$ cat config.mk
export PLATFORM = sky130hd
export DESIGN_NAME = length_prefixed_frame_deframer_top_flat
export DESIGN_NICKNAME = d
export VERILOG_FILES = /design/src/sv/lpfd_pkg.sv /design/src/sv/lpfd_stream_if.sv /design/src/sv/length_prefixed_frame_deframer_top.sv /design/src/flat_wrapper.sv
export VERILOG_INCLUDE_DIRS = /design/src /design/src/sv
export SDC_FILE = /design/constraint.sdc
export NUM_CORES = 1
export LEC_CHECK = 0
export BUFFER_PORTS_ARGS = -buffer_cell sky130_fd_sc_hd__buf_2
export CAP_MARGIN = 20
export CORE_MARGIN = 1.5
export CORE_UTILIZATION = 57
export DETAILED_ROUTE_END_ITERATION = 10
export PLACE_DENSITY_LB_ADDON = 0.05
export REMOVE_ABC_BUFFERS = 1
export SLEW_MARGIN = 25
export SYNTH_ARGS = -nofsm -noshare
export SYNTH_HDL_FRONTEND = slang
export SYNTH_SLANG_ARGS = --single-unit
$ cat constraint.sdc
create_clock -name clk -period 3.4 [get_ports clk]
set_input_delay 0.85 -clock clk [delete_from_list [all_inputs] [get_ports clk]]
set_output_delay 0.85 -clock clk [all_outputs]
set_load 0.005 [all_outputs]
$ cat src/sv/length_prefixed_frame_deframer_top_assert.svh
// Assertion macros for the length-prefixed frame deframer.
// Used by length_prefixed_frame_deframer_top; no other dependencies.
`ifndef LENGTH_PREFIXED_FRAME_DEFRAMER_TOP_ASSERT_SVH
`define LENGTH_PREFIXED_FRAME_DEFRAMER_TOP_ASSERT_SVH

// same-cycle implication, disabled in reset
`define LPFD_ASSERT_NOW(label, clk, rst, ante, cons, msg) \
  label: assert property (@(posedge clk) disable iff (rst) (ante) |-> (cons)) \
    else $error(msg);

// next-cycle implication, disabled in reset
`define LPFD_ASSERT_NEXT(label, clk, rst, ante, cons, msg) \
  label: assert property (@(posedge clk) disable iff (rst) (ante) |=> (cons)) \
    else $error(msg);

`endif

$ cat src/sv/lpfd_pkg.sv
// Package for the length-prefixed frame deframer: beat types, parse phases
// and the reset sync value. No dependencies.
`default_nettype none

package lpfd_pkg;

  localparam logic [7:0] SYNC_RESET = 8'hAA;

  typedef enum logic [2:0] {
    PH_HUNT    = 3'd0,
    PH_ID      = 3'd1,
    PH_LEN_LO  = 3'd2,
    PH_LEN_HI  = 3'd3,
    PH_PAYLOAD = 3'd4
  } phase_t;

  typedef struct packed {
    logic [7:0] in_byte;
  } raw_beat_t;

  typedef struct packed {
    logic [7:0]  frame_id;
    logic [15:0] frame_length;
    logic [7:0]  payload_byte;
    logic        has_payload;
    logic        last_of_frame;
  } frame_beat_t;

endpackage

`default_nettype wire

$ cat src/sv/lpfd_stream_if.sv
// Valid/ready stream interface used for both deframer channels.
// Payload type is a parameter; the beat types come from lpfd_pkg.
`default_nettype none

interface lpfd_stream_if #(
  parameter type payload_t = logic
);
  logic     valid;
  logic     ready;
  payload_t data;

  modport source (output valid, output data, input ready);
  modport sink   (input valid, input data, output ready);
endinterface

`default_nettype wire

$ cat src/sv/length_prefixed_frame_deframer_top.sv
// Length-prefixed frame deframer: sync hunt, id, 16-bit LE length, payload.
// Depends on lpfd_pkg, lpfd_stream_if and the assertion macro header.
//
//  channel | dir | payload                                         | beat
//  raw     | in  | in_byte                                         | one link byte
//  frame   | out | frame_id, frame_length, payload_byte,           | one payload byte
//          |     | has_payload, last_of_frame                      | or empty marker
//  cfg     | in  | cfg_wdata (sync_byte) on cfg_we                 | register write
//
// One byte per cycle sustained while the frame sink is ready: input register -> parse logic -> result register.
// A raw byte reaches frame valid through the input register and then the result register.
// Header bytes and dropped hunt bytes produce no frame beat, except the empty-frame marker on a zero length.
// A stalled frame beat freezes the parser; the input register can still take a byte if it is empty.
// rst is synchronous, active high; sync_byte returns to 0xAA.
`default_nettype none

module length_prefixed_frame_deframer_top (
  input  wire logic       clk,
  input  wire logic       rst,
  input  wire logic       cfg_we,
  input  wire logic [7:0] cfg_wdata,
  lpfd_stream_if.sink     raw,
  lpfd_stream_if.source   frame
);

  logic [7:0]          sync_byte;
  logic                in_valid;
  logic [7:0]          in_byte;
  logic                out_valid;
  lpfd_pkg::frame_beat_t out_data;

  lpfd_pkg::phase_t    phase, phase_next;
  logic [7:0]          held_id, held_id_next;
  logic [15:0]         held_length, held_length_next;
  logic [15:0]         bytes_remaining, bytes_remaining_next;

  logic                  result_valid;
  lpfd_pkg::frame_beat_t result;
  logic                  advance;

  // result register can take a new beat
  assign advance     = !out_valid || frame.ready;
  assign raw.ready   = !in_valid || advance;
  assign frame.valid = out_valid;
  assign frame.data  = out_data;

  always_ff @(posedge clk) begin
    if (rst) begin
      sync_byte <= lpfd_pkg::SYNC_RESET;
    end else if (cfg_we) begin
      sync_byte <= cfg_wdata;
    end
  end

  always_ff @(posedge clk) begin
    if (rst) begin
      in_valid <= 1'b0;
    end else if (raw.ready) begin
      in_valid <= raw.valid;
    end
  end

  always_ff @(posedge clk) begin
    if (raw.ready) begin
      in_byte <= raw.data.in_byte;
    end
  end

  always_ff @(posedge clk) begin
    if (rst) begin
      phase           <= lpfd_pkg::PH_HUNT;
      held_id         <= '0;
      held_length     <= '0;
      bytes_remaining <= '0;
      out_valid       <= 1'b0;
    end else if (advance) begin
      out_valid <= in_valid && result_valid;
      if (in_valid) begin
        phase           <= phase_next;
        held_id         <= held_id_next;
        held_length     <= held_length_next;
        bytes_remaining <= bytes_remaining_next;
      end
    end
  end

  always_ff @(posedge clk) begin
    if (advance && in_valid && result_valid) begin
      out_data <= result;
    end
  end

  // next state
  always_comb begin
    phase_next           = phase;
    held_id_next         = held_id;
    held_length_next     = held_length;
    bytes_remaining_next = bytes_remaining;
    unique case (phase)
      lpfd_pkg::PH_ID: begin
        held_id_next = in_byte;
        phase_next   = lpfd_pkg::PH_LEN_LO;
      end
      lpfd_pkg::PH_LEN_LO: begin
        held_length_next = {8'h00, in_byte};
        phase_next       = lpfd_pkg::PH_LEN_HI;
      end
      lpfd_pkg::PH_LEN_HI: begin
        held_length_next     = {in_byte, held_length[7:0]};
        bytes_remaining_next = {in_byte, held_length[7:0]};
        if ({in_byte, held_length[7:0]} == 16'd0) begin
          phase_next = lpfd_pkg::PH_HUNT;
        end else begin
          phase_next = lpfd_pkg::PH_PAYLOAD;
        end
      end
      lpfd_pkg::PH_PAYLOAD: begin
        bytes_remaining_next = bytes_remaining - 16'd1;
        if (bytes_remaining == 16'd1) begin
          phase_next = lpfd_pkg::PH_HUNT;
        end
      end
      default: begin
        // hunting; unused codes fall back here
        if (in_byte == sync_byte) begin
          phase_next = lpfd_pkg::PH_ID;
        end else begin
          phase_next = lpfd_pkg::PH_HUNT;
        end
      end
    endcase
  end

  // result beat
  always_comb begin
    result_valid         = 1'b0;
    result.frame_id      = held_id;
    result.frame_length  = held_length;
    result.payload_byte  = 8'h00;
    result.has_payload   = 1'b0;
    result.last_of_frame = 1'b0;
    unique case (phase)
      lpfd_pkg::PH_LEN_HI: begin
        // empty frame marker
        result_valid         = ({in_byte, held_length[7:0]} == 16'd0);
        result.frame_length  = 16'd0;
        result.last_of_frame = 1'b1;
      end
      lpfd_pkg::PH_PAYLOAD: begin
        result_valid         = 1'b1;
        result.payload_byte  = in_byte;
        result.has_payload   = 1'b1;
        result.last_of_frame = (bytes_remaining == 16'd1);
      end
      default: begin
        result_valid = 1'b0;
      end
    endcase
  end

`include "length_prefixed_frame_deframer_top_assert.svh"

  `LPFD_ASSERT_NOW(a_empty_marker_shape, clk, rst,
    out_valid && !out_data.has_payload,
    out_data.last_of_frame && out_data.payload_byte == 8'h00 && out_data.frame_length == 16'd0,
    "empty-frame marker with payload fields set")

  `LPFD_ASSERT_NOW(a_payload_count_nonzero, clk, rst,
    phase == lpfd_pkg::PH_PAYLOAD,
    bytes_remaining != 16'd0,
    "payload phase with no bytes remaining")

  `LPFD_ASSERT_NEXT(a_parser_frozen_on_stall, clk, rst,
    out_valid && !frame.ready,
    $stable(phase) && $stable(bytes_remaining),
    "parser moved while result beat stalled")

  `LPFD_ASSERT_NEXT(a_input_held_on_stall, clk, rst,
    in_valid && !advance,
    in_valid && $stable(in_byte),
    "input register lost a byte while blocked")

endmodule

`default_nettype wire

$ cat src/flat_wrapper.sv
// flat-port wrapper written by rule: the top's interface ports become plain ports
module length_prefixed_frame_deframer_top_flat 
  (clk, rst, cfg_we, cfg_wdata, raw_valid, raw_data, raw_ready, frame_valid, frame_data, frame_ready);
  lpfd_stream_if #(.payload_t(lpfd_pkg::raw_beat_t)) raw_i ();
  lpfd_stream_if #(.payload_t(lpfd_pkg::frame_beat_t)) frame_i ();
  input  wire logic clk;
  input  wire logic rst;
  input  wire logic cfg_we;
  input  wire logic [7:0] cfg_wdata;
  input wire logic [$bits(raw_i.valid)-1:0] raw_valid;
  input wire logic [$bits(raw_i.data)-1:0] raw_data;
  output wire logic [$bits(raw_i.ready)-1:0] raw_ready;
  output wire logic [$bits(frame_i.valid)-1:0] frame_valid;
  output wire logic [$bits(frame_i.data)-1:0] frame_data;
  input wire logic [$bits(frame_i.ready)-1:0] frame_ready;
  assign raw_i.valid = raw_valid;
  assign raw_i.data = raw_data;
  assign raw_ready = raw_i.ready;
  assign frame_valid = frame_i.valid;
  assign frame_data = frame_i.data;
  assign frame_i.ready = frame_ready;
  length_prefixed_frame_deframer_top u_core (.clk(clk), .rst(rst), .cfg_we(cfg_we), .cfg_wdata(cfg_wdata), .raw(raw_i), .frame(frame_i));
endmodule
* Word-level counts from Yosys, hierarchy flattened
Index checks and enable logic that the tools add are counted.
** Word-level totals
- Input port bits :: 21
- Logic and storage cells :: 47
- Register bits :: 95
- Output and inout bits :: 36
** Operators by class
- Equality and inequality tests :: 7
- Bitwise gates (word level) :: 1
- Reduce and logical (&&, ||, !) cells :: 15
- Add/sub/neg operators :: 1
- Muxes and demuxes :: 9
** Operators with widths (number)
- 16-bit case mux with 2 select lines :: 2
- 16-bit by 1-bit == test with 1-bit output (second input constant) :: 1
- 16-bit logical NOT :: 1
- 16-bit by 1-bit subtractor with 16-bit output (second input constant) :: 1
- 3-bit case mux with 4 select lines :: 1
- 3-bit AND reduction :: 4
- 8-bit == test :: 1
- 3-bit by 2-bit == test with 1-bit output (second input constant) :: 2
- 3-bit 2-to-1 mux :: 2
- 1-bit case mux with 2 select lines :: 2
- 4-bit AND reduction :: 1
- 2-bit nonzero test :: 2
- 3-bit by 1-bit == test with 1-bit output (second input constant) :: 1
- 3-bit == test (second input constant) :: 1
- 1-bit logical AND :: 3
- 1-bit logical NOT :: 2
- 1-bit logical OR :: 2
- 1-bit 2-to-1 mux :: 2
- 2-bit by 1-bit != test with 1-bit output (second input constant) :: 1
- 1-bit NOT :: 1

* Longest topological paths before layout
- Word-level depth :: 4
- Mapped depth :: 9
- Gate-level depth less buffers :: 6

* Worst setup path before layout
No wires, ideal clock.
- Path type :: register to register
- Start :: reg u_core.phase[0]
- End :: reg u_core.out_data (netlist bit u_core.frame.data[0]), enable pin
- Setup slack :: 0.850 ns
- Data required time :: 3.006 ns
- Library setup time :: 0.394 ns
- Clock period less this slack :: 2.550 ns
- Buffers on the path :: 2
- Cell stages (with the launch flop) :: 6
- Data arrival time :: 2.156 ns
- Cell sequence :: dfxtp_1 buf_2 or3b_1 buf_6 a211oi_4 o21a_1
** On the way
- Cells in the longest elaborated chain, start to end :: 3
- Elaborated cells between the ends (all ways) :: 4
- Classes of those cells :: eq/ne: 2; mux: 1; reduce/logical: 1
** Ends and longest elaborated chain
- from (decl) :: RTL line length_prefixed_frame_deframer_top.sv:32 : lpfd_pkg::phase_t phase, phase_next;
- from (signal assigned) :: RTL line length_prefixed_frame_deframer_top.sv:71 : phase <= lpfd_pkg::PH_HUNT;
- from (signal assigned) :: RTL line length_prefixed_frame_deframer_top.sv:79 : phase <= phase_next;
- 3-bit == test / 3-bit by 2-bit == test with 1-bit output (equally long branches) :: RTL line length_prefixed_frame_deframer_top.sv:142 : unique case (phase)
- 1-bit case mux with 2 select lines (*) :: RTL line length_prefixed_frame_deframer_top.sv:142
- 1-bit logical AND (*) :: RTL line length_prefixed_frame_deframer_top.sv:88 : if (advance && in_valid && result_valid) begin
- to (signal assigned) :: RTL line length_prefixed_frame_deframer_top.sv:89 : out_data <= result;
- to (decl) :: RTL line length_prefixed_frame_deframer_top.sv:30 : lpfd_pkg::frame_beat_t out_data;
Mark *: on every way between the ends. The rest lies on a longest branch, timed or not.
A chain may end at the register's enable or synchronous reset.

* Worst setup path after layout
- Start :: in frame_ready
- End :: out raw_ready
** On the way
- Cells in the longest elaborated chain, start to end :: 2
** Ends and longest elaborated chain
- from (decl) :: RTL line flat_wrapper.sv:15 : input wire logic [$bits(frame_i.ready)-1:0] frame_ready;
- 1-bit logical OR :: RTL line length_prefixed_frame_deframer_top.sv:42 : assign advance = !out_valid || frame.ready;
- 1-bit logical OR :: RTL line length_prefixed_frame_deframer_top.sv:43 : assign raw.ready = !in_valid || advance;
- to (decl) :: RTL line flat_wrapper.sv:12 : output wire logic [$bits(raw_i.ready)-1:0] raw_ready;
Every way passes these cells.

==> reports/qor.txt <==
Hold Crit Class = reg2reg
FMAX = 0.354 GHz
DRC viols = 0
Routed WL per cell = 15.3 µm
Vias per inst = 5.59
CTS Sinks = 95
Setup Viol. Count Final = 0
Final setup TNS = 0 ns
Clock latency at the later pin of the worst-skew pair = 0.36 ns
Clock power share = 36.9%
Synth area leader = edfxtp_1
Setup Skew = 0.00762 ns
Maxcap violations = 0
Synth top area cells = edfxtp_1 (31%), dfxtp_1 (26%), mux2i_1 (5.9%)
Slew HR = 29.6%
Worst Tran Pin Value = 1.06 ns
RSZ-0062 raised after global routing = no
Drt pass-1 iters = 5
Synth cell types = 55
Gr usage total = 22.6%
Yosys synthesis warning count = 0
Area growth syn-to-layout = 13.2%
Share of cells above drive strength 1 = 21.1%
Post-Synth XOR/XNOR Area = 1.94%
Cts hold-fix bufs = 0
RePlAce Congestion = 0.794
Asr flop ratio synth = 0%
Leakage = 0.00151 µW
Area after DPL = 0.00440 mm²
Setup Fix Bufs, Post-CTS = 0
Min cycle time layout = 2.83 ns
Switching power = 444 µW
Worst-path clk slew = 0.09 ns
Setup crit end kind = output port
Mux cell area share after synthesis = 5.92%
Antenna Nets Post-Route = 0
Worst Path Required = 2.55 ns
CP max stage delay = 0.44 ns
Ports = 57
Die height = 87.4 µm
Inserted Clock Buffers = 9
Power Density = 437 mW/mm²
CTS tree = yes
# fillers = 562
Met1 WL = 3750 µm
Clk buf depth = 2
Initial Utilization = 59.4%
Yosys reg bits = 95
Share of the synthesized area in the top cell type = 31.1%
Multi-input logic area = 0.00161 mm²
First-pass GRT wire length = 13,000 µm
Slew Limit Fails = 0
Mean Syn Cell Area = 10.7 µm²
Largest family of logic cells by synthesized area = simple AND/OR/NAND/NOR gates
Die area = 0.00763 mm²
CTS root buffer = clkbuf_8
# nets final = 453
Sequential Power Share = 60.6%
Final WL = 8110 µm
Synthesized cell area = 0.00406 mm²
Drt first-iter violations = 186
CP delay by family, top = simple AND/OR/NAND/NOR gates
Vias = 2,970
Post-DP HPWL = 5200 µm
Most Frequent Cell on Critical Path = buf_2
H-tree Lvls = 3
Crit path DAT = 1.98 ns
Core ar. = 0.00683 mm²
# diodes = 0
Worst Setup Path Type = in2out
CP Buf/Inv Count = 2
Adder-Cell Fraction of Synth Area = 0.617%
Leading cell type in the layout, fill and taps excluded = buf_2
Met3 wire length = 493 µm
Final instance area = 0.00459 mm²
Simple-gate share of the synthesized area = 20.3%
Fin. Hold Viols = 0
Top sig layer = met4
Worst VDD drop = 294 µV
Metal2 WL = 3740 µm
Comb pwr share = 2.5%
Reg2reg path depth = 5
Post-cts sizing count = 0
P_int = 1560 µW
Vias in the first global route = 2,608
Main synth FF type = dfxtp_1
Most frequent cells in the layout = buf_2 (56), dfxtp_1 (53), nor2_1 (42), edfxtp_1 (42), nand2_1 (30)
Post-synthesis sequential area ratio = 57.2%
Setup ws final = 0.573 ns
Critical path startpoint category = input port
Critical path depth in cells = 4
Final Cycle Share = 83.1%
WHS Path Cells = 0
Status = complete, no violations
Critical-path cell list = buf_2 > nor2b_1 > nand2_1 > buf_2
Cells after synthesis = 379
Pre-CTS WS = 0.593 ns
Largest net degree at the start of global routing = 55
Remaining global-route overflow = 0
Initial antenna violation count = 0
Switching Fraction = 22.1%
Synth Area in Compound Gates = 11.0%
Port Buffer Count = 56
CP max-delay cell = nor2b_1
Post-synth EDFFs = 42
Row count = 30
Reg area = 0.00232 mm²
Die outline width = 87.4 µm
Worst Path Max Fanout = 9
[registers in the layout, summed over array words and instances, names as in the netlist]
signal,count
u_core.frame.data,34
u_core.bytes_remaining,16
u_core.held_length,16
u_core.held_id,8
u_core.in_byte,8
u_core.sync_byte,8
u_core.phase,3
u_core.frame.valid,1
u_core.in_valid,1
[cells by family (layout without fill, tap and decap cells)]
family | after synthesis | in the layout
AO/OA/AOI/OAI | 67 | 67
XOR/XNOR | 9 | 9
adder cells (fa/ha/maj) | 2 | 2
buffers and inverters | 27 | 83
flip-flops | 95 | 95
multiplexers | 24 | 24
AND/OR/NAND/NOR | 155 | 155
[stage by stage]
step	hold WS [ns]	utilization, %	cells	power [µW]
finish	0.442	67.2	531	2010
global placement	0.414	64.4	515	1290
detailed placement	0.414	64.4	515	1290
CTS	0.443	67.2	531	2020
global route	0.459	67.2	531	2070
floorplan	0.408	-	357	1260
[power by group through the flow]
stage	clock network (µW)	logic (µW)	registers [µW]
final	740	50.9	1220
after global routing	799	56.8	1220
after CTS	753	51.2	1220
after detailed placement	0	51.0	1240
after global placement	0	50.9	1240
after floorplan	0	24.5	1230
[routing by layer]
metal,global-route usage (%),up-vias
met3,4.45,13
met4,8.37,0
met5,0,-
li1,-,1460
met2,35.3,111
met1,31.1,1386
[layout make-up]
class / instances / area share, %
Timing Repair Buffer: 62 / 7.08
Inverter: 5 / 0.409
Multi-Input combinational cell: 257 / 35.1
Clock inverter: 6 / 1.50
Clock buffer: 10 / 2.78
Tap cell: 96 / 2.62
Sequential cell: 95 / 50.6
[cells in the mapped netlist, types with 4 or more instances]
master    instances
a211o_1           4
and2_1           24
inv_1             4
buf_1             4
nand3_1          11
nor3_1            9
nor2b_1           6
mux2i_1          24
dfxtp_1          53
nor2_1           42
xor2_1            4
nand2_1          30
nor4_1            6
nand4_1           4
edfxtp_1         42
clkbuf_1         12
a21oi_1          24
xnor2_1           5
o21ai_0          18
[path summary, 6_finish.rpt]
check | from | end | slack, ns
hold reg to reg | u_core.held_id[5]$_SDFFE_PP0P_ | u_core.frame.data[31]$_DFFE_PP_ | 0.44
setup / recovery | frame_ready | raw_ready | 0.57
setup reg to reg | u_core.phase[0]$_SDFFE_PP0P_ | u_core.bytes_remaining[15]$_SDFFE_PP0P_ | 0.68
hold / removal | u_core.held_id[5]$_SDFFE_PP0P_ | u_core.frame.data[31]$_DFFE_PP_ | 0.44
Power figures use the tool's default switching activity.
